**config.mk**
```make
export PLATFORM = sky130hd
export DESIGN_NAME = fm_frequency_write_orderer
export DESIGN_NICKNAME = d
export VERILOG_FILES = /design/src/rtl/fwo_pkg.sv /design/src/rtl/fwo_shadow.sv /design/src/rtl/fwo_out_queue.sv /design/src/rtl/fm_frequency_write_orderer.sv
export SDC_FILE = /design/constraint.sdc
export NUM_CORES = 1
export LEC_CHECK = 0
export ABC_CLOCK_PERIOD_IN_PS = 12800
export BUFFER_PORTS_ARGS = -buffer_cell sky130_fd_sc_hd__clkbuf_2
export CAP_MARGIN = 20
export CELL_PAD_IN_SITES_DETAIL_PLACEMENT = 0
export CELL_PAD_IN_SITES_GLOBAL_PLACEMENT = 1
export CORE_ASPECT_RATIO = 0.7
export CORE_MARGIN = 2
export CORE_UTILIZATION = 35
export CTS_CLUSTER_SIZE = 12
export DETAILED_ROUTE_END_ITERATION = 6
export HOLD_SLACK_MARGIN = 0.12
export PLACE_DENSITY_LB_ADDON = 0.1
export SYNTH_ARGS = -nofsm -noshare
export SYNTH_HDL_FRONTEND = slang
export SYNTH_SLANG_ARGS = --single-unit
export TNS_END_PERCENT = 50
```
**constraint.sdc**
```tcl
create_clock -name i_clk -period 12.8 [get_ports i_clk]
set_input_delay 0 -clock i_clk [delete_from_list [all_inputs] [get_ports i_clk]]
set_output_delay 0 -clock i_clk [all_outputs]
set_load 0.01 [all_outputs]
```
**src/rtl/fwo_pkg.sv**
```systemverilog
// Package for the FM frequency write orderer: beat and emit types, address constants.
// Used by fwo_shadow, fwo_out_queue and fm_frequency_write_orderer.
package fwo_pkg;

    localparam int unsigned SHADOW_DEPTH = 32;
    localparam int unsigned SHADOW_AW    = $clog2(SHADOW_DEPTH);
    localparam int unsigned LATCH_DEPTH  = 2;

    // Frequency registers live at 0xA0-0xAF.
    localparam logic [3:0] FREQ_HI_NIB   = 4'hA;
    // Address bit 2 marks the high half (latch), bit 3 picks the latch shadow.
    localparam int unsigned LATCH_SEL_BIT  = 3;
    localparam logic [7:0]  PARTNER_FLIP   = 8'h04;
    localparam logic [SHADOW_AW-1:0] PARTNER_FLIP_IDX = SHADOW_AW'(4);

    typedef struct packed {
        logic       port;
        logic [7:0] addr;
        logic [7:0] value;
        logic       last;
    } t_beat;

    typedef struct packed {
        logic  dual;     // two beats emitted for this item
        t_beat first;
        t_beat second;
    } t_emit;

endpackage

```
**src/rtl/fwo_shadow.sv**
```systemverilog
// Frequency and latch shadows plus the decision of which beats one write emits.
// Depends on fwo_pkg for t_beat, t_emit and address constants.
module fwo_shadow (
    input  logic                i_clk,
    input  logic                i_rst_n,
    input  logic                i_go,
    input  logic                i_port,
    input  logic [7:0]          i_addr,
    input  logic [7:0]          i_value,
    input  logic                i_partner,
    output logic                o_is_freq,
    output fwo_pkg::t_emit      o_emit
);

    logic [7:0] r_freq  [fwo_pkg::SHADOW_DEPTH];
    logic [7:0] r_latch [fwo_pkg::LATCH_DEPTH];

    logic [fwo_pkg::SHADOW_AW-1:0] idx;
    logic [fwo_pkg::SHADOW_AW-1:0] pidx;
    logic                          lid;
    logic                          is_latch;
    logic [7:0]                    other;
    logic                          stale;
    logic [7:0]                    n_latch_val;
    logic [7:0]                    partner_addr;

    assign o_is_freq    = (i_addr[7:4] == fwo_pkg::FREQ_HI_NIB);
    assign idx          = {i_port, i_addr[3:0]};
    assign pidx         = idx ^ fwo_pkg::PARTNER_FLIP_IDX;
    assign lid          = i_addr[fwo_pkg::LATCH_SEL_BIT];
    assign is_latch     = |(i_addr & fwo_pkg::PARTNER_FLIP);
    assign other        = r_freq[pidx];
    assign stale        = (r_latch[lid] != other);
    assign partner_addr = i_addr ^ fwo_pkg::PARTNER_FLIP;
    assign n_latch_val  = is_latch ? i_value : other;

    always_comb begin
        o_emit.dual          = 1'b0;
        o_emit.first.port    = i_port;
        o_emit.first.addr    = i_addr;
        o_emit.first.value   = i_value;
        o_emit.first.last    = 1'b1;
        o_emit.second.port   = i_port;
        o_emit.second.addr   = i_addr;
        o_emit.second.value  = i_value;
        o_emit.second.last   = 1'b1;
        if (o_is_freq) begin
            if (is_latch) begin
                // Resend the shadowed low half unless the partner follows.
                o_emit.dual         = ~i_partner;
                o_emit.first.last   = i_partner;
                o_emit.second.addr  = partner_addr;
                o_emit.second.value = other;
            end else if (stale) begin
                // Refresh the high half before the low-half write.
                o_emit.dual         = 1'b1;
                o_emit.first.addr   = partner_addr;
                o_emit.first.value  = other;
                o_emit.first.last   = 1'b0;
            end
        end
    end

    always_ff @(posedge i_clk) begin
        if (!i_rst_n) begin
            for (int i = 0; i < fwo_pkg::SHADOW_DEPTH; i++) begin
                r_freq[i] <= '0;
            end
            for (int i = 0; i < fwo_pkg::LATCH_DEPTH; i++) begin
                r_latch[i] <= '0;
            end
        end else if (i_go && o_is_freq) begin
            r_freq[idx] <= i_value;
            if (is_latch || stale) begin
                r_latch[lid] <= n_latch_val;
            end
        end
    end

endmodule

```
**src/rtl/fwo_out_queue.sv**
```systemverilog
// Two-entry output queue that takes one or two beats per push and drains one per cycle while i_ready is high.
// Depends on fwo_pkg for t_beat and t_emit.
module fwo_out_queue (
    input  logic            i_clk,
    input  logic            i_rst_n,
    input  logic            i_push,
    input  fwo_pkg::t_emit  i_emit,
    output logic            o_can_one,
    output logic            o_can_two,
    output logic            o_valid,
    input  logic            i_ready,
    output fwo_pkg::t_beat  o_beat
);

    fwo_pkg::t_beat r_q [2];
    logic [1:0]     r_cnt;

    fwo_pkg::t_beat n_q [2];
    logic [1:0]     n_cnt;
    logic [1:0]     cnt_p;
    logic           pop;

    assign o_valid   = (r_cnt != 2'd0);
    assign o_beat    = r_q[0];
    assign pop       = o_valid && i_ready;
    assign cnt_p     = r_cnt - {1'b0, pop};
    assign o_can_one = (cnt_p != 2'd2);
    assign o_can_two = (cnt_p == 2'd0);

    always_comb begin
        // Advance the head on a pop, then append behind what remains.
        n_q[0] = pop ? r_q[1] : r_q[0];
        n_q[1] = r_q[1];
        n_cnt  = cnt_p;
        if (i_push) begin
            if (cnt_p == 2'd0) begin
                n_q[0] = i_emit.first;
                n_q[1] = i_emit.second;
            end else begin
                n_q[1] = i_emit.first;
            end
            n_cnt = cnt_p + 2'd1 + {1'b0, i_emit.dual};
        end
    end

    always_ff @(posedge i_clk) begin
        if (!i_rst_n) begin
            r_cnt <= 2'd0;
        end else begin
            r_cnt <= n_cnt;
        end
    end

    always_ff @(posedge i_clk) begin
        r_q[0] <= n_q[0];
        r_q[1] <= n_q[1];
    end

endmodule

```
**src/rtl/fm_frequency_write_orderer.sv**
```systemverilog
// FM frequency write orderer: reorders frequency register writes into coherent pairs.
// Path from input beat to first output beat: input register, then output queue.
// Throughput: the output queue drains a single beat per cycle while i_out_ready is high;
// a held write is taken only when the queue has room for all of its beats.
// Reset: synchronous active-low; clears both shadows to zero and empties all stages.
// Depends on fwo_pkg, fwo_shadow and fwo_out_queue.
module fm_frequency_write_orderer (
    input  logic       i_clk,
    input  logic       i_rst_n,
    input  logic       i_in_valid,
    output logic       o_in_ready,
    input  logic       i_chip_port,
    input  logic [7:0] i_reg_addr,
    input  logic [7:0] i_write_value,
    input  logic       i_next_is_partner,
    output logic       o_out_valid,
    input  logic       i_out_ready,
    output logic       o_out_port,
    output logic [7:0] o_out_addr,
    output logic [7:0] o_out_value,
    output logic       o_last
);

    logic       r_in_vld;
    logic       r_in_port;
    logic [7:0] r_in_addr;
    logic [7:0] r_in_value;
    logic       r_in_partner;

    logic           go;
    logic           is_freq;
    logic           can_one;
    logic           can_two;
    fwo_pkg::t_emit emit;
    fwo_pkg::t_beat out_beat;

    // Process the held write only when the queue can take all of its beats.
    assign go         = r_in_vld && (emit.dual ? can_two : can_one);
    assign o_in_ready = !r_in_vld || go;

    always_ff @(posedge i_clk) begin
        if (!i_rst_n) begin
            r_in_vld <= 1'b0;
        end else if (o_in_ready) begin
            r_in_vld <= i_in_valid;
        end
    end

    always_ff @(posedge i_clk) begin
        if (o_in_ready && i_in_valid) begin
            r_in_port    <= i_chip_port;
            r_in_addr    <= i_reg_addr;
            r_in_value   <= i_write_value;
            r_in_partner <= i_next_is_partner;
        end
    end

    fwo_shadow u_shadow (
        .i_clk     (i_clk),
        .i_rst_n   (i_rst_n),
        .i_go      (go),
        .i_port    (r_in_port),
        .i_addr    (r_in_addr),
        .i_value   (r_in_value),
        .i_partner (r_in_partner),
        .o_is_freq (is_freq),
        .o_emit    (emit)
    );

    fwo_out_queue u_out_queue (
        .i_clk     (i_clk),
        .i_rst_n   (i_rst_n),
        .i_push    (go),
        .i_emit    (emit),
        .o_can_one (can_one),
        .o_can_two (can_two),
        .o_valid   (o_out_valid),
        .i_ready   (i_out_ready),
        .o_beat    (out_beat)
    );

    assign o_out_port  = out_beat.port;
    assign o_out_addr  = out_beat.addr;
    assign o_out_value = out_beat.value;
    assign o_last      = out_beat.last;

`ifndef SYNTH
    a_passthru_single: assert property (@(posedge i_clk) disable iff (!i_rst_n)
        go && !is_freq |-> !emit.dual)
        else $error("non-frequency write emitted two beats");

    a_dual_last: assert property (@(posedge i_clk) disable iff (!i_rst_n)
        go && emit.dual |-> !emit.first.last && emit.second.last)
        else $error("last flag misplaced on a two-beat emit");

    a_single_last: assert property (@(posedge i_clk) disable iff (!i_rst_n)
        go && !emit.dual |-> emit.first.last)
        else $error("single-beat emit without last");

    a_hold_stalled: assert property (@(posedge i_clk) disable iff (!i_rst_n)
        r_in_vld && !go |=> r_in_vld && $stable(r_in_addr) && $stable(r_in_value))
        else $error("held write lost while the queue was full");
`endif

endmodule
```
==> results of run 1 <==
[synthesized netlist by cell type (3+ instances only)]
cell and number:
o311a_1 8, inv_1 8, buf_1 13, o22ai_1 64, dfxtp_1 22, nand2b_1 5, nand2_1 76, mux2i_1 147
a22oi_1 8, clkbuf_1 36, buf_2 25, o21ai_0 48, buf_4 18, nor2_1 277, nand4b_1 3, a311o_1 8
nor3_1 9, or2_2 6, nand4bb_1 6, nor4_1 20, nand4_1 5, mux2_2 17, and3_1 8, and2_1 20
or4b_1 4, o2111ai_4 4, edfxtp_1 308, a21oi_1 19, buf_6 16
[how the worst max path moves through the flow]
| stage | startpoint | end | slack (ps) | cells past startpoint |
|---|---|---|---|---|
| after CTS | r_in_addr[1] | u_shadow.r_freq[17][3] | 6650 | 11 |
| final | r_in_addr[1] | u_shadow.r_freq[26][4] | 6970 | 11 |
| after detailed placement | r_in_addr[1] | u_shadow.r_freq[17][1] | 6680 | 11 |
| after global routing | r_in_addr[1] | u_shadow.r_freq[26][4] | 6560 | 11 |
| after global placement | r_in_addr[1] | u_shadow.r_freq[19][1] | 6680 | 11 |
| after floorplan | u_out_queue.r_cnt[1] | u_shadow.r_freq[28][0] | 8540 | 14 |
[cell type report]
| cell class | instances | area (sq um) | share of cell area, % |
|---|---|---|---|
| clock inverter | 17 | 156.4 | 0.9061 |
| clock buffer | 48 | 977.2 | 5.661 |
| antenna | 1 | 2.502 | 0.01450 |
| timing repair buffer | 116 | 798.3 | 4.625 |
| inverter | 8 | 30.03 | 0.1740 |
| tap | 585 | 732.0 | 4.240 |
| sequential | 330 | 9689 | 56.13 |
| multi-input combinational | 790 | 4876 | 28.25 |
[cell families after synthesis]
logic type / after synthesis / share of synthesized area, %
XOR/XNOR: 2 / 0.1151
adder cells (fa/ha/maj): 2 / 0.1643
flip-flops: 330 / 63.63
buffers and inverters: 118 / 4.363
AND/OR/NAND/NOR: 452 / 13.20
AO/OA/AOI/OAI: 170 / 7.601
multiplexers: 164 / 10.92
[sequential cells by signal (all words and copies together), names as in the netlist, named ones only]
signal             cells
r_in_addr              8
r_in_partner           1
r_in_port              1
r_in_value             8
r_in_vld               1
u_out_queue.r_cnt      2
u_out_queue.r_q       36
u_shadow.r_freq      256
u_shadow.r_latch      16
[power breakdown]
part / total, W / leakage [nW] / switching [W] / internal [W]
combinational: 0.000550 / 2.35 / 0.000356 / 0.000194
sequential: 0.00131 / 3.33 / 0.0000461 / 0.00127
clock: 0.00103 / 0.553 / 0.000447 / 0.000582
[layer usage]
metal / wire length, microns / vias to the layer above
li1: - / 4641
met1: 25350 / 5172
met2: 19620 / 371
met3: 4034 / 72
met4: 1031 / 2
met5: 103 / -
[per-stage QoR]
step | setup slack, ps | area, sq um | power (W)
after floorplan | 8535 | 15230 | 0.001694
after global placement | 6680 | 15840 | 0.001871
after detailed placement | 6679 | 15840 | 0.001871
after CTS | 6654 | 17180 | 0.002903
after global routing | 6561 | 17260 | 0.003001
final | 6972 | 17260 | 0.002890
[cell usage in the layout, fill, tap and decap left out, drive strengths merged, types with 2 or more instances in the layout]
cell type      n
a211oi         3
dfxtp         22
mux2          17
a22oi          8
clkinv        13
dlygate4sd3   20
a21oi         19
and3           8
o311a          8
o21ai         48
or2            6
nor2         279
a311o          8
o21a           2
nand4          5
mux2i        147
or4b           4
bufinv         2
o2111ai        4
inv           10
buf           48
and2          21
nand3          2
nand4b         4
nand4bb        6
clkbuf        96
o22ai         64
edfxtp       308
nand2         76
nor4          20
nor2b          2
nor3          10
nand2b         5
ha             2
[what timing repair did]
item,CTS,global route
hold endpoints to repair,28,0
hold buffers,20,0
buffers inserted,0,0
==> impl_metrics.csv, run 1 <==
group,metric,value,unit
run_status,status,"finished clean",
logic_synthesis,synth.net_count,1262,
worst_setup_path,r2r_cells,11,
grt,grt_pass1_wl,71.13,mm
grt,grt_pass1_vias,9720,
logic_synthesis,ys_ff_latch,330,
grt,overflow,0,
grt,grt_use_met1,35.39,%
grt,antenna_found_initial,0,
routing,drt-vias-per-instance,5.413,
power_and_ir_drop,power.leakage,6.234,nW
min_path,holdPathStages,2,
power_and_ir_drop,irDropWorstVdd,0.09599,mV
sta,setup_viol,0,
cts,cts_buffer_depth,3,
floorplan,die_height,178.5,microns
routing,dr.pass1.iters,5,
layout,nets,1307,
sta,finalCritPeriodShare,45.53,%
cts,root_buffer,"clkbuf_16",
layout,fill_cells,4049,
cts,htree_levels,2,
logic_synthesis,synth-edff-count,308,
sta,skew,19.66,ps
routing,routedWlPerCell,26.46,microns
routing,num_vias,10260,
min_path,min-delay-start,"i_reg_addr[6]",
worst_setup_path,cp_num_buf_inv,3,
floorplan,dieArea,0.04522,sq mm
cts,clk_latency,550,ps
logic_synthesis,syn_inst,1238,
cts,numCtsBuffers,37,
logic_synthesis,synth_warnings,0,
cts,cts_resized,0,
placement,place_congestion,0.8683,
worst_setup_path,crit_type,"reg -> reg",
min_path,hold_end,"r_in_addr[6]",
floorplan,io_pins,42,
sta,hold_viol,0,
cts,cts.sinks,330,
cts,cts_tree,"built",
logic_synthesis,ys.flop_type,"edfxtp_1",
grt,grt_use_met2,29.71,%
worst_setup_path,max_stage_delay,1020,ps
placement,placed_cells,1794,
run,drv_cap,0,
cts,clk_pin_slew,60,ps
sta,setup_tns,0,ps
routing,remaining_drc_errors,0,
worst_setup_path,r2r-end,"u_shadow.r_freq[26][4]",
worst_setup_path,endpoint_kind,"register",
sta,rsz0062_at_grt,"no",
worst_setup_path,crit_arrival,5980,ps
floorplan,num_rows,63,
grt,met3_usage,5.428,%
grt,grt_max_degree,85,
logic_synthesis,syn_area,0.01523,sq mm
grt,track_usage,22.30,%
floorplan,fp.dieW,253.3,microns
routing,drtIter0Drc,1137,
sta,timing.slew.headroom,29.90,%
sta,hold_slack,167.9,ps
layout,fin_util,40.48,%
sta,fmaxAchievable,171.6,MHz
worst_setup_path,ff2ff_setup_slack,6970,ps
logic_synthesis,yosysSeqAreaShare,63.63,%
worst_setup_path,cp_top_family,"compound AO/OA/AOI/OAI gates",
grt,globalRoute.busiestLayer,"met1",
logic_synthesis,synth.avg_cell_area,12.30,sq um
worst_setup_path,r2r-start,"r_in_addr[1]",
logic_synthesis,synthArstFlopShare,0,%
worst_setup_path,cp-start-kind,"register",
logic_synthesis,ys_types,52,
logic_synthesis,synth_top_area_share,60.74,%
routing,antenna_left,0,
logic_synthesis,synth_area_leaders,"edfxtp_1 (61%), mux2i_1 (9.7%), nor2_1 (6.8%), dfxtp_1 (2.9%), o22ai_1 (2.6%)",
placement,io_buffer_count,41,
min_path,holdCritPathClass,"in -> reg",
floorplan,core_area,0.04264,sq mm
sta,final_max_slew_viol_count,0,
layout,area_growth,13.36,%
placement,dp_hpwl,35.35,mm
floorplan,initial_utilization,35.71,%
worst_setup_path,required,12950,ps
worst_setup_path,crit_chain,"buf_4 -> buf_12 -> mux2i_1 -> o22ai_1 -> nor4_1 -> a21oi_1 -> nor4_1 -> and4_1 -> buf_4 -> o2111ai_4 -> o21ai_0",
layout,final_layout_size_suffix_gt1_share,13.60,%
logic_synthesis,yosysTopAreaCell,"edfxtp_1",
worst_setup_path,cp_slowest_cell,"o21ai_0",
worst_setup_path,crit_fanout,84,
sta,fin_crit,5828,ps
power_and_ir_drop,power_density,167.4,mW/mm^2
layout,fin_cells,1895,
routing,wirelength,50.14,mm
sta,tightest_slew,1051,ps
(Power assumes the default switching activity.)
==> inputs of run 2 (changes only) <==
--- a/config.mk
+++ b/config.mk
@@ -5,7 +5,8 @@
 export SDC_FILE = /design/constraint.sdc
 export NUM_CORES = 1
 export LEC_CHECK = 0
-export ABC_CLOCK_PERIOD_IN_PS = 12800
+export ABC_AREA = 1
+export ABC_CLOCK_PERIOD_IN_PS = 6100
 export BUFFER_PORTS_ARGS = -buffer_cell sky130_fd_sc_hd__clkbuf_2
 export CAP_MARGIN = 20
 export CELL_PAD_IN_SITES_DETAIL_PLACEMENT = 0
==> constraint.sdc (replaced) <==
create_clock -name i_clk -period 6.1 [get_ports i_clk]
set_input_delay 0 -clock i_clk [delete_from_list [all_inputs] [get_ports i_clk]]
set_output_delay 0 -clock i_clk [all_outputs]
set_load 0.01 [all_outputs]
==> run 2 against run 1 <==
Compared with the run above:
- combinational power rose by 100%
- total power is 110% higher
- design area grew 4.9%
- non-clock buffer count down 19
- core utilization down 0.37 points
- critical path depth up 8
- area after synthesis increased by 5.3%
==> impl_metrics.csv, run 2 <==
group,metric,value,unit
power_and_ir_drop,switching_share,29.75,%
worst_setup_path,crit_arrival,4890,ps
floorplan,die_height,183.1,microns
cts,cts_resized,0,
grt,track_usage,21.37,%
logic_synthesis,synth_warnings,0,
placement,place_congestion,0.8273,
worst_setup_path,max_stage_delay,470,ps
min_path,holdCritPathClass,"in -> reg",
cts,hold_buffers,20,
sta,hold_slack,191.3,ps
cts,cts.sinks,330,
floorplan,initial_utilization,35.52,%
layout,area_growth,12.92,%
grt,overflow,0,
floorplan,num_rows,65,
grt,grt_pass1_wl,74.64,mm
logic_synthesis,yosysTopAreaCell,"edfxtp_1",
layout,largest_reg_flops,256,
routing,drt-vias-per-instance,4.890,
cts,clk_latency,540,ps
layout,fin_cells,2355,
sta,hold_viol,0,
routing,num_vias,11520,
worst_setup_path,ff2ff_setup_slack,1400,ps
worst_setup_path,endpoint_kind,"register",
power_and_ir_drop,p_int,0.004325,W
power_and_ir_drop,irDropWorstVdd,0.1662,mV
placement,io_buffer_count,41,
logic_synthesis,ys_ff_latch,330,
placement,dp_hpwl,31.21,mm
worst_setup_path,crit_type,"reg -> reg",
layout,biggestRegsByFlops,"u_shadow.r_freq (256), u_out_queue.r_q (36), u_shadow.r_latch (16)",
layout,layout_commonest_cell,"nand2_1",
routing,wirelength,49.74,mm
logic_synthesis,yosysSeqAreaShare,60.43,%
layout,nets,1752,
power_and_ir_drop,power_density,340.0,mW/mm^2
routing,drtIter0Drc,1167,
logic_synthesis,ys.flop_type,"edfxtp_1",
grt,antenna_found_initial,0,
placement,placed_cells,2271,
worst_setup_path,cp-start-kind,"register",
sta,final_max_slew_viol_count,0,
power_and_ir_drop,power.leakage,7.548,nW
sta,finalCritPeriodShare,76.99,%
logic_synthesis,synth.net_count,1721,
layout,final_cell_mix,"nand2_1 (738), edfxtp_1 (308), nor2_1 (226), nor2_2 (69), nand3_1 (57)",
worst_setup_path,cp_top_family,"simple AND/OR/NAND/NOR gates",
layout,final_layout_size_suffix_gt1_share,14.38,%
logic_synthesis,synth.avg_cell_area,9.448,sq um
routing,dr.pass1.iters,4,
worst_setup_path,crit_chain,"buf_4 -> inv_2 -> buf_12 -> nand2_1 -> a21oi_1 -> o21ai_1 -> nand2_1 -> nor2_1 -> nand3_1 -> nand2_1 -> nand2_1 -> nor2_2 -> nand3_4 -> nand4_4 -> nand3_4 -> nor2_8 -> buf_12 -> nand3_2 -> nand2_1",
run,drv_cap,0,
logic_synthesis,synth_most_common_cell,"nand2_1",
cts,cts_tree,"built",
cts,clk_pin_slew,60,ps
floorplan,core_area,0.04514,sq mm
worst_setup_path,cp_num_buf_inv,4,
routing,antenna_left,0,
logic_synthesis,synthArstFlopShare,0,%
sta,rsz0062_at_grt,"no",
layout,top_register,"u_shadow.r_freq",
cts,root_buffer,"clkbuf_16",
power_and_ir_drop,total_power,0.006156,W
logic_synthesis,syn_area,0.01603,sq mm
cts,htree_levels,2,
floorplan,io_pins,42,
power_and_ir_drop,seqPwrFrac,44.7,%
floorplan,dieArea,0.04756,sq mm
sta,timing.slew.headroom,35.67,%
power_and_ir_drop,switchingPower,0.001831,W
grt,grt_pass1_vias,11480,
power_and_ir_drop,pwr-share-comb,18.1,%
logic_synthesis,ys_types,36,
power_and_ir_drop,clockPowerShare,37.2,%
logic_synthesis,synth_area_leaders,"edfxtp_1 (58%), nand2_1 (17%), nor2_1 (5.3%), nand3_4 (3.5%), dfxtp_1 (2.7%)",
worst_setup_path,crit_fanout,85,
logic_synthesis,synth_common_cells,"nand2_1 (738), edfxtp_1 (308), nor2_1 (226), nor2_2 (70), nand3_1 (57)",
sta,fin_crit,4696,ps
worst_setup_path,crit_top_cell,"nand2_1",
sta,setup_viol,0,
grt,grt_max_degree,86,
cts,cts_buffer_depth,3,
floorplan,fp.dieW,259.8,microns
sta,fmaxAchievable,212.9,MHz
routing,remaining_drc_errors,0,
worst_setup_path,cp_slowest_cell,"buf_4",
sta,tightest_slew,962.7,ps
cts,post_cts_buffers,0,
sta,skew,22.12,ps
run_status,status,"finished clean",
routing,routedWlPerCell,21.12,microns
logic_synthesis,synth-edff-count,308,
logic_synthesis,syn_inst,1697,
logic_synthesis,synth_top_area_share,57.69,%
sta,setup_tns,0,ps
worst_setup_path,required,6290,ps
cts,numCtsBuffers,38,
layout,antenna_cells,0,
==> run 2: power by group through the flow <==
stage / Clock [W] / Sequential [W] / Combinational (W)
final: 0.00229 / 0.00275 / 0.00111
after detailed placement: 0 / 0.00280 / 0.00110
after CTS: 0.00234 / 0.00275 / 0.00112
after global placement: 0 / 0.00280 / 0.00111
after global routing: 0.00242 / 0.00277 / 0.00124
after floorplan: 0 / 0.00277 / 0.000778
==> run 2: per-stage QoR <==
| step | instance area (sq um) | setup WS (ps) | util [%] |
|---|---|---|---|
| after floorplan | 16030 | 2167 | - |
| after global placement | 16680 | 1388 | 36.96 |
| after detailed placement | 16680 | 1416 | 36.96 |
| after CTS | 18100 | 1409 | 40.11 |
| after global routing | 18100 | 1083 | 40.11 |
| final | 18100 | 1404 | 40.11 |
==> run 2: layer usage <==
layer / vias to the layer above / share of wire, % / GRT usage, %
met5: - / 0 / 0
met4: 0 / 1.6 / 4.322
met2: 246 / 42 / 31.14
met3: 59 / 5.1 / 3.842
met1: 5630 / 51 / 32.98
li1: 5581 / - / -
==> run 2: cells by family after synthesis <==
| kind of cell | synth area share (%) |
|---|---|
| fa+ha+maj | 0.1561 |
| flops | 60.43 |
| compound gates | 1.865 |
| mux | 0.06243 |
| simple gates | 32.42 |
| buf+inv | 5.010 |
| xor+xnor | 0.05464 |
==> run 2: cell type report <==
class                           instances  area, sq um
Fill cell                            4512        27030
Sequential cell                       330         9689
Multi-Input combinational cell       1215         5552
Clock buffer                           50         1070
Tap cell                              603        754.5
Timing Repair Buffer                   97        713.2
Inverter                               46        175.2
Clock inverter                         14        150.1
==> run 2: worst paths after layout <==
path / start / end / depth (start not counted)
max: r_in_addr[0] / u_shadow.r_freq[12][3] / 19
min: i_write_value[2] / r_in_value[2] / 2
max reg2reg: r_in_addr[0] / u_shadow.r_freq[12][3] / 19
min reg2reg: r_in_addr[7] / u_out_queue.r_q[0][34] / 0
